==> src/hdl/stp_seq_pkg.sv <==
// ----------------------------------------------------------------------------
// stp_seq_pkg
// Shared types, codes and the half-step coil table for the two-axis
// half-step stepper sequencer.
// ----------------------------------------------------------------------------
package stp_seq_pkg;

    // Geometry of the move
    localparam int PHASES_PER_CYCLE = 8;
    localparam int PHASE_W          = $clog2(PHASES_PER_CYCLE);
    localparam int CYCLES_W         = 16;
    localparam int HOLD_W           = 24;
    localparam int COIL_W           = 4;

    // Configuration port
    localparam int APB_DATA_W = 32;
    localparam int APB_ADDR_W = 3;
    localparam logic REG_PHASE_HOLD = 1'b0;
    localparam logic [HOLD_W-1:0] PHASE_HOLD_RESET = 24'd1000;

    // Command codes
    localparam logic OP_TICK  = 1'b0;
    localparam logic OP_START = 1'b1;

    // Axis codes
    localparam logic AXIS_PAN  = 1'b0;
    localparam logic AXIS_TILT = 1'b1;

    // One command item
    typedef struct packed {
        logic               opcode;
        logic               axis;
        logic signed [15:0] steps;
    } stp_cmd_t;

    // One result item
    typedef struct packed {
        logic [COIL_W-1:0] pan_coils;
        logic [COIL_W-1:0] tilt_coils;
        logic              pan_enable;
        logic              tilt_enable;
        logic              busy_res;
        logic              accepted;
    } stp_res_t;

    // Half-step coil pattern, forward and reverse tables
    function automatic logic [COIL_W-1:0] coil_pattern(
        input logic               rev,
        input logic [PHASE_W-1:0] ph
    );
        logic [COIL_W-1:0] pat;
        unique case (ph)
            3'd0:    pat = 4'h1;
            3'd1:    pat = 4'h3;
            3'd2:    pat = 4'h2;
            3'd3:    pat = 4'h6;
            3'd4:    pat = 4'h4;
            3'd5:    pat = 4'hC;
            3'd6:    pat = 4'h8;
            default: pat = 4'h9;
        endcase
        // reverse table is the forward table read backwards
        if (rev)
        begin
            unique case (ph)
                3'd0:    pat = 4'h9;
                3'd1:    pat = 4'h8;
                3'd2:    pat = 4'hC;
                3'd3:    pat = 4'h4;
                3'd4:    pat = 4'h6;
                3'd5:    pat = 4'h2;
                3'd6:    pat = 4'h3;
                default: pat = 4'h1;
            endcase
        end
        return pat;
    endfunction

endpackage

==> src/hdl/stp_seq_cfg.sv <==
// ----------------------------------------------------------------------------
// stp_seq_cfg
// APB-style register file holding the phase hold time.
// ----------------------------------------------------------------------------
module stp_seq_cfg
    import stp_seq_pkg::*;
(
    input  logic                  clk,
    input  logic                  rst_n,
    input  logic                  psel,
    input  logic                  penable,
    input  logic                  pwrite,
    input  logic [APB_ADDR_W-1:0] paddr,
    input  logic [APB_DATA_W-1:0] pwdata,
    output logic [APB_DATA_W-1:0] prdata,
    output logic                  pready,
    output logic [HOLD_W-1:0]     phase_hold
);

    logic [HOLD_W-1:0] phase_hold_reg;
    logic              hit;

    // register index is the word address
    assign hit    = (paddr[2] == REG_PHASE_HOLD);
    assign pready = 1'b1;

    always_ff @(posedge clk or negedge rst_n)
    begin
        if (!rst_n)
        begin
            phase_hold_reg <= PHASE_HOLD_RESET;
        end
        else if (psel && penable && pwrite && hit)
        begin
            phase_hold_reg <= pwdata[HOLD_W-1:0];
        end
    end

    // read back
    always_comb
    begin
        prdata = '0;
        if (hit)
        begin
            prdata = {{(APB_DATA_W-HOLD_W){1'b0}}, phase_hold_reg};
        end
    end

    assign phase_hold = phase_hold_reg;

endmodule

==> src/hdl/stp_seq_core.sv <==
// ----------------------------------------------------------------------------
// stp_seq_core
// Move state and the single-pass update for one tick or start item.
// ----------------------------------------------------------------------------
module stp_seq_core
    import stp_seq_pkg::*;
(
    input  logic              clk,
    input  logic              rst_n,
    input  logic              fire,
    input  stp_cmd_t          cmd,
    input  logic [HOLD_W-1:0] phase_hold,
    output stp_res_t          res
);

    logic [CYCLES_W-1:0] cycles_left_reg, cycles_left_next;
    logic [PHASE_W-1:0]  phase_reg, phase_next;
    logic                reverse_reg, reverse_next;
    logic                axis_reg, axis_next;
    logic [HOLD_W-1:0]   hold_count_reg, hold_count_next;
    logic                running_reg, running_next;
    logic                accepted;

    logic [HOLD_W-1:0]   hold_eff;
    logic [HOLD_W-1:0]   hold_inc;
    logic [CYCLES_W-1:0] mag;
    logic [CYCLES_W-1:0] cycles_dec;
    logic [COIL_W-1:0]   coils;

    // zero hold acts as one tick
    assign hold_eff   = (phase_hold == '0) ? HOLD_W'(1) : phase_hold;
    assign hold_inc   = hold_count_reg + HOLD_W'(1);
    assign cycles_dec = cycles_left_reg - CYCLES_W'(1);
    // -32768 maps to 32768, which still fits
    assign mag = cmd.steps[15] ? CYCLES_W'(-cmd.steps) : CYCLES_W'(cmd.steps);

    // next state
    always_comb
    begin
        cycles_left_next = cycles_left_reg;
        phase_next       = phase_reg;
        reverse_next     = reverse_reg;
        axis_next        = axis_reg;
        hold_count_next  = hold_count_reg;
        running_next     = running_reg;
        accepted         = 1'b0;
        if (cmd.opcode == OP_START)
        begin
            if (!running_reg && (cmd.steps != '0))
            begin
                cycles_left_next = mag;
                phase_next       = '0;
                hold_count_next  = '0;
                reverse_next     = cmd.steps[15];
                axis_next        = cmd.axis;
                running_next     = 1'b1;
                accepted         = 1'b1;
            end
        end
        else if (running_reg)
        begin
            hold_count_next = hold_inc;
            if (hold_inc >= hold_eff)
            begin
                hold_count_next = '0;
                phase_next      = phase_reg + PHASE_W'(1);
                // phase wraps: one full cycle done
                if (phase_reg == PHASE_W'(PHASES_PER_CYCLE - 1))
                begin
                    cycles_left_next = cycles_dec;
                    if (cycles_dec == '0)
                    begin
                        running_next = 1'b0;
                    end
                end
            end
        end
    end

    always_ff @(posedge clk or negedge rst_n)
    begin
        if (!rst_n)
        begin
            cycles_left_reg <= '0;
            phase_reg       <= '0;
            reverse_reg     <= 1'b0;
            axis_reg        <= AXIS_PAN;
            hold_count_reg  <= '0;
            running_reg     <= 1'b0;
        end
        else if (fire)
        begin
            cycles_left_reg <= cycles_left_next;
            phase_reg       <= phase_next;
            reverse_reg     <= reverse_next;
            axis_reg        <= axis_next;
            hold_count_reg  <= hold_count_next;
            running_reg     <= running_next;
        end
    end

    // result shows the state after the item
    assign coils = coil_pattern(reverse_next, phase_next);

    always_comb
    begin
        res             = '0;
        res.busy_res    = running_next;
        res.accepted    = accepted;
        res.pan_enable  = running_next && (axis_next == AXIS_PAN);
        res.tilt_enable = running_next && (axis_next == AXIS_TILT);
        if (res.pan_enable)
        begin
            res.pan_coils = coils;
        end
        if (res.tilt_enable)
        begin
            res.tilt_coils = coils;
        end
    end

endmodule

==> src/hdl/stepper_half_step_sequencer.sv <==
// ----------------------------------------------------------------------------
// stepper_half_step_sequencer
// Two-axis (pan/tilt) half-step stepper sequencer with tick and start items.
// ----------------------------------------------------------------------------
// Usage:
//   cmd channel (cmd_valid/cmd_stall/cmd) carries one item per handshake:
//   a time tick or a start command with axis and signed cycle count.
//   res channel (res_valid/res_stall/res) returns exactly one result item
//   per command item: coil lines, enables, busy and the accepted flag,
//   showing the move state after that item.
//   The APB port holds phase_hold_ticks at byte address 0; write it only
//   while no item is in flight.
// Timing:
//   An accepted cmd item goes into the command register, then in one pass
//   through the update logic into the result register, where res_valid
//   rises. One item per cycle is sustained while res is not stalled; the
//   state update is a single increment/compare per item, closed in that
//   one pass.
// Reset clears the move state, both pipeline valids, and loads a hold of
//   1000 ticks. While res is stalled the result register holds; the command
//   register still takes one more item, then cmd_stall rises.
// ----------------------------------------------------------------------------
module stepper_half_step_sequencer
    import stp_seq_pkg::*;
(
    input  logic                  clk,
    input  logic                  rst_n,
    input  logic                  cmd_valid,
    output logic                  cmd_stall,
    input  stp_cmd_t              cmd,
    output logic                  res_valid,
    input  logic                  res_stall,
    output stp_res_t              res,
    input  logic                  psel,
    input  logic                  penable,
    input  logic                  pwrite,
    input  logic [APB_ADDR_W-1:0] paddr,
    input  logic [APB_DATA_W-1:0] pwdata,
    output logic [APB_DATA_W-1:0] prdata,
    output logic                  pready
);

    logic              cmd_valid_reg;
    stp_cmd_t          cmd_reg;
    logic              res_valid_reg;
    stp_res_t          res_reg;
    logic              advance;
    logic              take;
    logic [HOLD_W-1:0] phase_hold;
    stp_res_t          res_next;

    stp_seq_cfg u_cfg (
        .clk        (clk),
        .rst_n      (rst_n),
        .psel       (psel),
        .penable    (penable),
        .pwrite     (pwrite),
        .paddr      (paddr),
        .pwdata     (pwdata),
        .prdata     (prdata),
        .pready     (pready),
        .phase_hold (phase_hold)
    );

    stp_seq_core u_core (
        .clk        (clk),
        .rst_n      (rst_n),
        .fire       (advance),
        .cmd        (cmd_reg),
        .phase_hold (phase_hold),
        .res        (res_next)
    );

    // pipeline handshakes
    assign advance   = cmd_valid_reg && (!res_valid_reg || !res_stall);
    assign cmd_stall = cmd_valid_reg && !advance;
    assign take      = cmd_valid && !cmd_stall;

    // command register
    always_ff @(posedge clk or negedge rst_n)
    begin
        if (!rst_n)
        begin
            cmd_valid_reg <= 1'b0;
        end
        else if (take)
        begin
            cmd_valid_reg <= 1'b1;
        end
        else if (advance)
        begin
            cmd_valid_reg <= 1'b0;
        end
    end

    always_ff @(posedge clk)
    begin
        if (take)
        begin
            cmd_reg <= cmd;
        end
    end

    // result register
    always_ff @(posedge clk or negedge rst_n)
    begin
        if (!rst_n)
        begin
            res_valid_reg <= 1'b0;
        end
        else if (advance)
        begin
            res_valid_reg <= 1'b1;
        end
        else if (!res_stall)
        begin
            res_valid_reg <= 1'b0;
        end
    end

    always_ff @(posedge clk)
    begin
        if (advance)
        begin
            res_reg <= res_next;
        end
    end

    assign res_valid = res_valid_reg;
    assign res       = res_reg;

    // checks
    a_accept_busy: assert property (@(posedge clk) disable iff (!rst_n)
        res_valid && res.accepted |-> res.busy_res)
        else $error("accepted start without busy");

    a_busy_enable: assert property (@(posedge clk) disable iff (!rst_n)
        res_valid |-> (res.busy_res == (res.pan_enable || res.tilt_enable)))
        else $error("busy and enables disagree");

    a_one_axis: assert property (@(posedge clk) disable iff (!rst_n)
        res_valid |-> !(res.pan_enable && res.tilt_enable))
        else $error("both axes enabled");

    a_idle_coils: assert property (@(posedge clk) disable iff (!rst_n)
        res_valid && !res.busy_res |-> (res.pan_coils == '0) && (res.tilt_coils == '0))
        else $error("coils driven while idle");

    a_stall_full: assert property (@(posedge clk) disable iff (!rst_n)
        cmd_stall |-> res_valid && res_stall && cmd_valid_reg)
        else $error("command stalled with room downstream");

endmodule
==> config.mk <==
export PLATFORM = sky130hd
export DESIGN_NAME = stepper_half_step_sequencer
export DESIGN_NICKNAME = d
export VERILOG_FILES = /design/src/hdl/stp_seq_pkg.sv /design/src/hdl/stp_seq_cfg.sv /design/src/hdl/stp_seq_core.sv /design/src/hdl/stepper_half_step_sequencer.sv
export SDC_FILE = /design/constraint.sdc
export NUM_CORES = 1
export LEC_CHECK = 0
export BUFFER_PORTS_ARGS = -buffer_cell sky130_fd_sc_hd__buf_4
export CORE_MARGIN = 10
export CORE_UTILIZATION = 45
export DETAILED_ROUTE_END_ITERATION = 6
export PLACE_DENSITY = 0.69
export REMOVE_ABC_BUFFERS = 1
export SLEW_MARGIN = 25
export SYNTH_ARGS = -nofsm -noshare
export SYNTH_HDL_FRONTEND = slang
export SYNTH_SLANG_ARGS = --single-unit
==> constraint.sdc <==
create_clock -name clk -period 5.68 [get_ports clk]
set_input_delay 0.568 -clock clk [delete_from_list [all_inputs] [get_ports clk]]
set_output_delay 0.568 -clock clk [all_outputs]
set_load 0.005 [all_outputs]
# == After elaboration in Yosys (flattened, before gate mapping) ==
# Index checks and enable logic that the tools add are counted.
# Widths: inputs -> output; s select.
# word_totals
word_cells,93
latch_bits,0
out_inout_bits,47
mem_bits_rw,0
register_bits,102
n_memories,0
in_bits,60
mem_bits_ro,0
# op_classes
bitwise,2
n_eq_ne,9
order_cmp,1
multipliers,0
shift,0
muxes,34
add_sub_neg,4
div,0
reduce_logical,25
# op_table
operator,n
$mux 24,6
$mux 16,6
$pmux 4 s7,2
$add 24x1->24 const B,1
$ge 24x24->1,1
$logic_not 24->1,1
$logic_not 16->1,1
$neg 16->16,1
$reduce_bool 16->1,1
$sub 16x1->16 const B,1
$mux 1,15
$eq 3x3->1 const B,4
$mux 3,4
$logic_and 1x1->1,9
$reduce_bool 2->1,4
$eq 3x2->1 const B,2
$logic_not 1->1,5
$reduce_and 5->1,1
$mux 4,1
$ne 2x1->1 const B,2
$add 3x1->3 const B,1
$eq 3x1->1 const B,1
$logic_not 3->1,1
$reduce_and 3->1,1
other kinds (2),3

# == Logic depth before layout (Yosys ltp) ==
# Gate-level depths: netlist of the first run.
# logic_depth
ltp_word,9
mapped_depth,18

# == Modules after synthesis ==
# From an unflattened synthesis of the first run, not the netlist that was laid out.
# hier_totals
cells_unflattened,633
hier_area_um2,6271.0
# modules_own_cells
module,area_each_um2,cells_each,instances,seq_area_each_um2
stp_seq_core,4042.6,507,1,1151.1
stp_seq_cfg,1234.9,88,1,608.1
stepper_half_step_sequencer,993.5,38,1,950.9

# == Worst setup path before layout of the first run ==
# No wires, ideal clock.
# synth_timing
path_type,flip-flop to flip-flop
start,register u_core.hold_count_reg[0]
end,"register res_reg (netlist bit res[8]), data pin"
arrival_ps,3840
slack_ps,1578
stages_incl_launch_ff,18
setup_ps,262
synth_period_minus_slack_ps,4102
path_buffers,1
path_cell_list,dfrtp_1 ha_1 nand2_1 nor2_1 and4_1 and3_1 clkbuf_1 and3_1 xor2_1 ha_1 nand4_1 nor4_1 nand2_1 o211a_1 a2111oi_2 nor2_1 nand2_1 o22ai_1
# synth_rtl
item,line,source
"start, declared",stp_seq_core.sv:20,"logic [HOLD_W-1:0] hold_count_reg, hold_count_next;"
"start signal, assigned",stp_seq_core.sv:97,hold_count_reg <= hold_count_next;
"end signal, assigned",stepper_half_step_sequencer.sv:125,res_reg <= res_next;
"end, declared",stepper_half_step_sequencer.sv:46,stp_res_t res_reg;

==> results of run 1 <==
## kinds of logic after synthesis
| logic type | after synthesis | share of synthesized area, % |
|---|---|---|
| AO/OA/AOI/OAI | 148 | 15.2 |
| XOR/XNOR | 36 | 5.15 |
| adder cells (fa/ha/maj) | 30 | 6.13 |
| buffers and inverters | 70 | 5.09 |
| flip-flops | 102 | 44.3 |
| multiplexers | 35 | 6.25 |
| other | 2 | 0.123 |
| AND/OR/NAND/NOR | 222 | 17.8 |
## metal layers
| metal | up-vias | part of all wire (%) | wire length (µm) |
|---|---|---|---|
| li1 | 2459 | - | - |
| met1 | 2386 | 43 | 6230 |
| met2 | 121 | 51 | 7410 |
| met3 | 18 | 5.1 | 746 |
| met4 | 0 | 1.6 | 230 |
| met5 | - | 0 | 0 |
## cell type report
cell class	count	area [µm²]	area share [%]
multi-input combinational	480	3130	43.3
sequential	102	2710	37.5
timing repair buffer	95	721	9.97
clock buffer	10	239	3.31
tap	176	220	3.05
inverter	37	139	1.92
clock inverter	6	68.8	0.952
## worst max-delay path, cell delays in order, from the launching register on
cell and delay (ps):
dfrtp_1 430, ha_1 270, nand2_1 80, nor2_1 340, and4_1 320, and3_1 290
and3_1 250, xor2_1 80, ha_1 320, nand4_1 160, nor4_1 420, nand2_1 120
o211a_1 360, a2111oi_2 550, nor2_1 200, nand2_1 170, o22ai_1 100
## per-stage QoR
step           instances  worst slack, ps  cell area (µm²)
2_1_floorplan        619             1530             5980
4_1_cts              906             1000             7220
3_5_place_dp         890             1000             6910
6_report             906              980             7230
5_1_grt              906              501             7230
3_3_place_gp         889             1110             6900
## report_power, final
group	total [mW]	switching (mW)	internal (mW)
Sequential	0.992	0.110	0.881
Combinational	0.601	0.322	0.278
Clock	0.646	0.289	0.357
Total	2.24	0.721	1.52
## synth_stat cells (14+ instances only)
cell / count / area share (%)
a21oi_1: 28 / 2.3
nor2_1: 48 / 2.9
dfrtp_1: 66 / 27
xor2_1: 15 / 2.1
nand3_1: 14 / 1.1
clkbuf_1: 19 / 1.2
mux2_2: 26 / 4.8
ha_1: 30 / 6.1
inv_1: 36 / 2.2
nand2_1: 79 / 4.8
o22ai_1: 18 / 1.8
o21ai_0: 55 / 4.5
edfxtp_1: 30 / 15
xnor2_1: 21 / 3.0
## worst paths after layout
kind / slack (ps) / from / endpoint
min in group clk: 380 / cmd[13] / cmd_reg[13]$_DFFE_PP_
hold reg to reg: 490 / cmd_reg[16]$_DFFE_PP_ / u_core.axis_reg$_DFFE_PN0P_
setup reg to reg: 980 / u_core.hold_count_reg[0]$_DFFE_PN0P_ / res[8]$_SDFFCE_PN0P_
setup / recovery: 980 / u_core.hold_count_reg[0]$_DFFE_PN0P_ / res[8]$_SDFFCE_PN0P_
hold / removal: 230 / rst_n / u_core.hold_count_reg[20]$_DFFE_PN0P_
max in group asynchronous: 4980 / rst_n / cmd_valid_reg$_DFFE_PN0P_
==> reports/results.txt, run 1 <==
Setup TNS = 0 ps
Sequential share of the synthesized area = 44.3%
Drt drc = 0
Cell Area, Synth = 6120 µm²
Vias in the first global route = 5031
First-pass DRT Iterations = 5
Post-cts sizing count = 0
Max-cap violation count = 0
RSZ-0062 raised after global routing = false
Area delta synth->final = 18.0%
DIE WIDTH = 137 µm
Total leakage power = 3.23 nW
Final setup fails = 0
Met3 Resource Use GR = 3.23%
Asr flop ratio synth = 70.6%
Fin util = 54.3%
Clock root buffer = clkbuf_16
R2R cell count = 16
Fillers = 1167
Critical Path End Type = flip-flop
Grt ovf = 0
Met2 Use GR = 26.9%
Io pins = 107
Drt via density = 5.50
Least-Margin Pin Slew = 992 ps
Detail Placement HPWL = 10800 µm
Num rows = 42
Total number of vias = 4984
Final net count = 815
Post-synth top flop = dfrtp_1
Worst-path clk slew = 70 ps
# hold bufs at CTS = 0
#FFs+latches synth = 102
Gr usage total = 15.6%
Ant diodes = 0
Critical path peak fanout = 7
CP startpoint kind = flip-flop
Htree depth = 3
Initial Utilization = 46.1%
Num CTS Buffers = 9
Worst Path Required = 5790 ps
Peak VDD IR = 0.180 mV
Hold Path Class = input pin to asynchronous set/reset pin
Worst-case clock buffer depth = 2
Commonest non-fill, non-tap cell in the layout = buf_4
Post-CTS Setup Repair Bufs = 0
Synth warn = 0
RePlAce Congestion = 0.871
Skew final = 7.37 ps
Placeable Area = 13300 µm²
Initial antenna violation count = 0
WP data arrival = 4810 ps
Max Clk Rate = 213 MHz
GR Util met1 = 18.5%
IO Port Bufs = 87
Wirelength per Cell = 16.1 µm
First-pass GRT wire length = 23700 µm
Routed Antenna Nets = 0
Slew Viols, Final = 0
Max_slew headroom = 33.4%
CTS sink cnt = 102
Drt first-iter violations = 333
Most frequent cells in the layout = 93 x buf_4, 79 x nand2_1, 66 x dfrtp_1
Final Hold Vio Count = 0
GRT busiest layer = met2
Synth Area per Inst = 9.49 µm²
Post-route minimum period = 4700 ps
Post-synth cell types = 67
Height of the die = 137 µm
Die area = 18700 µm²
WS Path Type = flip-flop to flip-flop
Total power = 2.24 mW
Clk Latency, worst-skew pair = 360 ps
Tcrit/Tclk final = 82.8%
P per Cell Area = 310 nW/µm²
Status = complete, no violations
Hold_ws = 232 ps
Final WL = 14600 µm
Post-synth EDFFs = 30
CTS tree = done
Mapped Cells = 645
Layout cells sized above 1 = 21.8%
Largest net degree at the start of global routing = 73
Power figures use the tool's default switching activity.
==> run 2, diff against run 1 <==
PLACE_DENSITY = 0.72   (was 0.69)
clock period = 3.8 ns   (was 5.68 ns; I/O delays follow)
==> reports/results.txt, run 2 (synthesis gave the netlist of run 1 again) <==
Peak VDD IR = 0.306 mV
Dpl cells = 931
Total number of vias = 5335
Htree depth = 3
Initial antenna violation count = 0
Seq pwr share = 42.4%
Skew final = 13.7 ps
Num rows = 42
RSZ-0062 raised after global routing = true
Worst-case clock buffer depth = 2
Area delta synth->final = 29.4%
Pre-CTS setup slack = -243 ps
WP data arrival = 3930 ps
RePlAce Congestion = 0.859
# hold bufs at CTS = 0
Status = complete, but fails checks
Fillers = 1119
Placeable Area = 13300 µm²
CTS tree = done
Drt drc = 0
Tcrit/Tclk final = 101%
Multi-input gate area = 3350 µm²
Grt ovf = 0
First-pass GRT wire length = 24600 µm
Final net count = 871
Slew Viols, Final = 0
Drt first-iter violations = 335
Setup TNS = -98.2 ps
Clock network power share = 27.6%
WS Path Type = flip-flop to flip-flop
Switching power = 1.15 mW
Total power = 3.49 mW
Least-Margin Pin Slew = 719 ps
Hold Path Class = input pin to asynchronous set/reset pin
Detail Placement HPWL = 11100 µm
Die area = 18700 µm²
Largest net degree at the start of global routing = 73
Final WS setup = -29.5 ps
CTS sink cnt = 102
Most frequent cells in the layout = 142 x buf_4, 76 x nand2_1, 66 x dfrtp_1
DIE WIDTH = 137 µm
Switching Share = 33.1%
Hold_ws = 55.1 ps
Ant diodes = 0
Non-Filler Instances = 962
Max-cap violation count = 0
First-pass DRT Iterations = 6
Total leakage power = 3.58 nW
Wirelength per Cell = 16.3 µm
Final setup fails = 7
P per Cell Area = 440 nW/µm²
Gr usage total = 16.0%
Seq. cell area = 2710 µm²
Final WL = 15700 µm
Vias in the first global route = 5217
CP startpoint kind = flip-flop
IO Port Bufs = 87
Num CTS Buffers = 9
Final Hold Vio Count = 0
P_int = 2.34 mW
Clock root buffer = clkbuf_16
Critical path peak fanout = 6
Failing checks = setup timing
Worst Path Required = 3900 ps
Commonest non-fill, non-tap cell in the layout = buf_4
Layout cells sized above 1 = 31.2%
Clk Latency, worst-skew pair = 360 ps
Routed Antenna Nets = 0
Max_slew headroom = 52.1%
Drt via density = 5.55
Worst-path clk slew = 80 ps
Initial Utilization = 46.1%
Max Clk Rate = 261 MHz
Combinational power share = 30.0%
Post-route minimum period = 3830 ps
Height of the die = 137 µm
Io pins = 107
Critical Path End Type = flip-flop
-- run 2: path summary, 6_finish.rpt --
path,from,to,slack [ps],cells past startpoint
worst max-delay path,u_core.hold_count_reg[4]$_DFFE_PN0P_,res[5]$_SDFFCE_PN0P_,-30,18
worst min-delay path,rst_n,u_core.cycles_left_reg[12]$_DFFE_PN0P_,60,1
worst max register to register,u_core.hold_count_reg[4]$_DFFE_PN0P_,res[5]$_SDFFCE_PN0P_,-30,18
worst min register to register,u_core.axis_reg$_DFFE_PN0P_,u_core.axis_reg$_DFFE_PN0P_,490,2
max in group asynchronous,rst_n,u_cfg.phase_hold[2]$_DFFE_PN0P_,3290,1
min in group clk,cmd[0],cmd_reg[0]$_DFFE_PP_,200,1
-- run 2: power by group through the flow --
stage	clock, mW	combinational [mW]	sequential [mW]
2_1_floorplan	0	0.596	1.46
3_3_place_gp	0	0.937	1.48
3_5_place_dp	0	0.976	1.49
4_1_cts	0.982	0.988	1.47
5_1_grt	1.02	1.16	1.50
6_report	0.963	1.05	1.48
-- run 2: layout make-up --
class                           count  share of cell area, %
Timing Repair Buffer              151                   15.1
Clock inverter                      6                  0.963
Clock buffer                       10                   2.89
Multi-Input combinational cell    480                   42.3
Tap cell                          176                   2.78
Sequential cell                   102                   34.2
Inverter                           37                   1.75
-- run 2: worst max-delay path, cell delays in order (launching register included) --
cell	delay, ps
dfrtp_1	410
nand3_4	110
nor3_4	200
and3_4	210
nand4_1	160
buf_6	190
nor2_4	100
xor2_2	80
ha_1	300
nand4_1	170
nor4_2	320
buf_4	160
nand2_2	40
o211a_1	270
buf_6	160
nand2_1	130
a221o_1	240
a21o_1	210
o22ai_1	110
-- run 2: per-layer routing --
metal	wire length [µm]	GRT usage [%]	vias up
met5	0	0	-
met4	244	5.09	0
met3	822	3.70	23
met2	8200	28.7	160
met1	6420	18.4	2579
li1	-	-	2573
-- run 2: what timing repair did --
| item | 4_1_cts | 5_1_grt |
|---|---|---|
| gates cloned | 1 | 1 |
| gates resized for setup | 11 | 44 |
| setup endpoints to repair | 47 | 53 |
| hold endpoints to repair | 0 | 0 |
| pin swaps | 5 | 22 |
| buffers inserted | 2 | 11 |
-- run 2: through the flow --
| step | utilization [%] | area [µm²] |
|---|---|---|
| 4_1_cts | 57.2 | 7610 |
| 3_3_place_gp | 54.5 | 7240 |
| 5_1_grt | 59.6 | 7930 |
| 3_5_place_dp | 54.5 | 7240 |
| 2_1_floorplan | - | 5980 |
| 6_report | 59.6 | 7930 |
==> run 3, diff against run 2 <==
CORE_MARGIN = 2   (was 10)
CTS_BUF_LIST = sky130_fd_sc_hd__clkbuf_4 sky130_fd_sc_hd__clkbuf_8   (was default)
==> reports/results.txt, run 3 (synthesis gave the netlist of run 1 again) <==
Bufs and invs on worst path = 5
Clock root buffer = clkbuf_8
Least-Margin Pin Slew = 770 ps
Seq pwr share = 45.0%
Placeable Area = 13200 µm²
Worst-case clock buffer depth = 2
Die area = 14600 µm²
Initial Utilization = 46.2%
Slowest Stage Delay on Critical Path = 390 ps
Final WS setup = -21.1 ps
Critical Path End Type = flip-flop
RePlAce Congestion = 0.877
Status = complete, but fails checks
CTS sink cnt = 102
Total number of vias = 5324
DIE WIDTH = 121 µm
Ant diodes = 0
Vias in the first global route = 5087
# hold bufs at CTS = 0
Critical Path, Cell by Cell = ha_2, nand2_2, nor2_4, and4_4, and3_4, and3_4, xor2_1, ha_1, buf_4, nand4_1, buf_4, inv_1, a22oi_1, buf_4, a2111oi_4, buf_4, nor2_1, nand2_2, o22ai_2
Peak VDD IR = 0.287 mV
Gr usage total = 20.7%
WP data arrival = 4050 ps
Height of the die = 121 µm
RSZ-0062 raised after global routing = true
Most frequent cells in the layout = 143 x buf_4, 75 x nand2_1, 66 x dfrtp_1
Critical Path End = res[8]$_SDFFCE_PN0P_
Max_slew headroom = 47.2%
Failing checks = setup timing
CP startpoint kind = flip-flop
Worst R2R End = res[8]$_SDFFCE_PN0P_
Worst path depth = 19
Io pins = 107
Wirelength per Cell = 15.5 µm
Area delta synth->final = 27.6%
Setup TNS = -21.1 ps
Hold Path Class = input pin to asynchronous set/reset pin
Slowest cell on crit path = dfrtp_1
CP startpoint = u_core.hold_count_reg[1]$_DFFE_PN0P_
Total leakage power = 3.52 nW
Cell Area, Placed = 7240 µm²
Drt first-iter violations = 412
Fin util = 59.0%
Final setup fails = 1
Largest net degree at the start of global routing = 73
Skew final = 19.0 ps
Worst Path Required = 4030 ps
Post-route minimum period = 3820 ps
Layout Cell Area excl Fill = 7820 µm²
Critical path peak fanout = 9
Slew Viols, Final = 0
First-pass GRT wire length = 24000 µm
Switching power = 1.11 mW
Drt drc = 0
Num rows = 42
Htree depth = 3
Final Hold Vio Count = 0
Final WL = 14900 µm
CTS tree = done
Worst-path clk slew = 100 ps
Clock network power share = 21.1%
Layout cells sized above 1 = 32.4%
WS Path Type = flip-flop to flip-flop
Num CTS Buffers = 9
IO Port Bufs = 87
Commonest non-fill, non-tap cell in the layout = buf_4
Detail Placement HPWL = 10600 µm
Grt ovf = 0
Most common cell on crit path = buf_4
P per Cell Area = 419 nW/µm²
Total power = 3.28 mW
Max Clk Rate = 262 MHz
Max-cap violation count = 0
R2R cell count = 19
P_int = 2.16 mW
Final net count = 870
R2r setup slk = -20 ps
Switching Share = 33.9%
Tcrit/Tclk final = 101%
Crit Reg-Reg Startpoint = u_core.hold_count_reg[1]$_DFFE_PN0P_
Routed Antenna Nets = 0
Initial antenna violation count = 0
Crit path max-delay family = simple AND/OR/NAND/NOR gates
Drt via density = 5.54
Clk Latency, worst-skew pair = 390 ps
Fillers = 1115
First-pass DRT Iterations = 6
Combinational power share = 33.9%
run 3: layout make-up:
class	count	area (µm²)	area share, %
repair buffers	150	1160	14.9
inverters	37	139	1.78
clock inverters	5	51.3	0.656
well taps	176	220	2.82
flip-flops and latches	102	2710	34.7
multi-input cells	480	3390	43.4
clock buffers	11	139	1.78
run 3: worst min-delay path by stage:
stage                                                   to                        start  depth (start not counted)  slack [ps]
after CTS                            cmd_reg[16]$_DFFE_PP_                      cmd[16]                          1         140
final                     u_cfg.phase_hold[11]$_DFFE_PN0P_                        rst_n                          1          10
after global placement         u_core.axis_reg$_DFFE_PN0P_  u_core.axis_reg$_DFFE_PN0P_                          2         460
after detailed placement       u_core.axis_reg$_DFFE_PN0P_  u_core.axis_reg$_DFFE_PN0P_                          2         480
after global routing      u_cfg.phase_hold[11]$_DFFE_PN0P_                        rst_n                          1          60
after floorplan                  cmd_valid_reg$_DFFE_PN0P_                        rst_n                          0          80
run 3: power groups by stage:
stage | clock network [mW] | registers (mW) | logic, mW
6_report | 0.692 | 1.47 | 1.11
2_1_floorplan | 0 | 1.46 | 0.596
4_1_cts | 0.711 | 1.46 | 1.01
3_5_place_dp | 0 | 1.49 | 0.984
3_3_place_gp | 0 | 1.47 | 0.940
5_1_grt | 0.755 | 1.50 | 1.23
run 3: what timing repair did:
item	CTS	global route
hold endpoints to repair	0	0
endpoints found under the setup margin	28	51
pin swaps	3	27
cloned	0	1
buffers inserted	2	10
resized for setup	7	56
run 3: worst reg2reg max path, cell delays in order, from the launching register on:
cell,delay (ps)
dfrtp_1,390
ha_2,200
nand2_2,60
nor2_4,100
and4_4,210
and3_4,240
and3_4,200
xor2_1,160
ha_1,260
buf_4,140
nand4_1,120
buf_4,140
inv_1,40
a22oi_1,170
buf_4,220
a2111oi_4,80
buf_4,160
nor2_1,370
nand2_2,180
o22ai_2,230
run 3: per-layer routing:
metal / up-vias / share of wire, % / GRT usage, %
met2: 148 / 52 / 36.2
met4: 0 / 1.8 / 8.43
met1: 2568 / 43 / 25.8
met3: 26 / 3.6 / 2.88
li1: 2582 / - / -
met5: - / 0 / 0
run 3: metrics by stage:
step                hold slack, ps  instances  worst slack (ps)
floorplan                     84.4        619              -348
global placement               458        932             -93.7
detailed placement             476        932              -235
CTS                            144        950              13.7
global route                  62.6        961              -178
finish                        13.7        961             -21.1
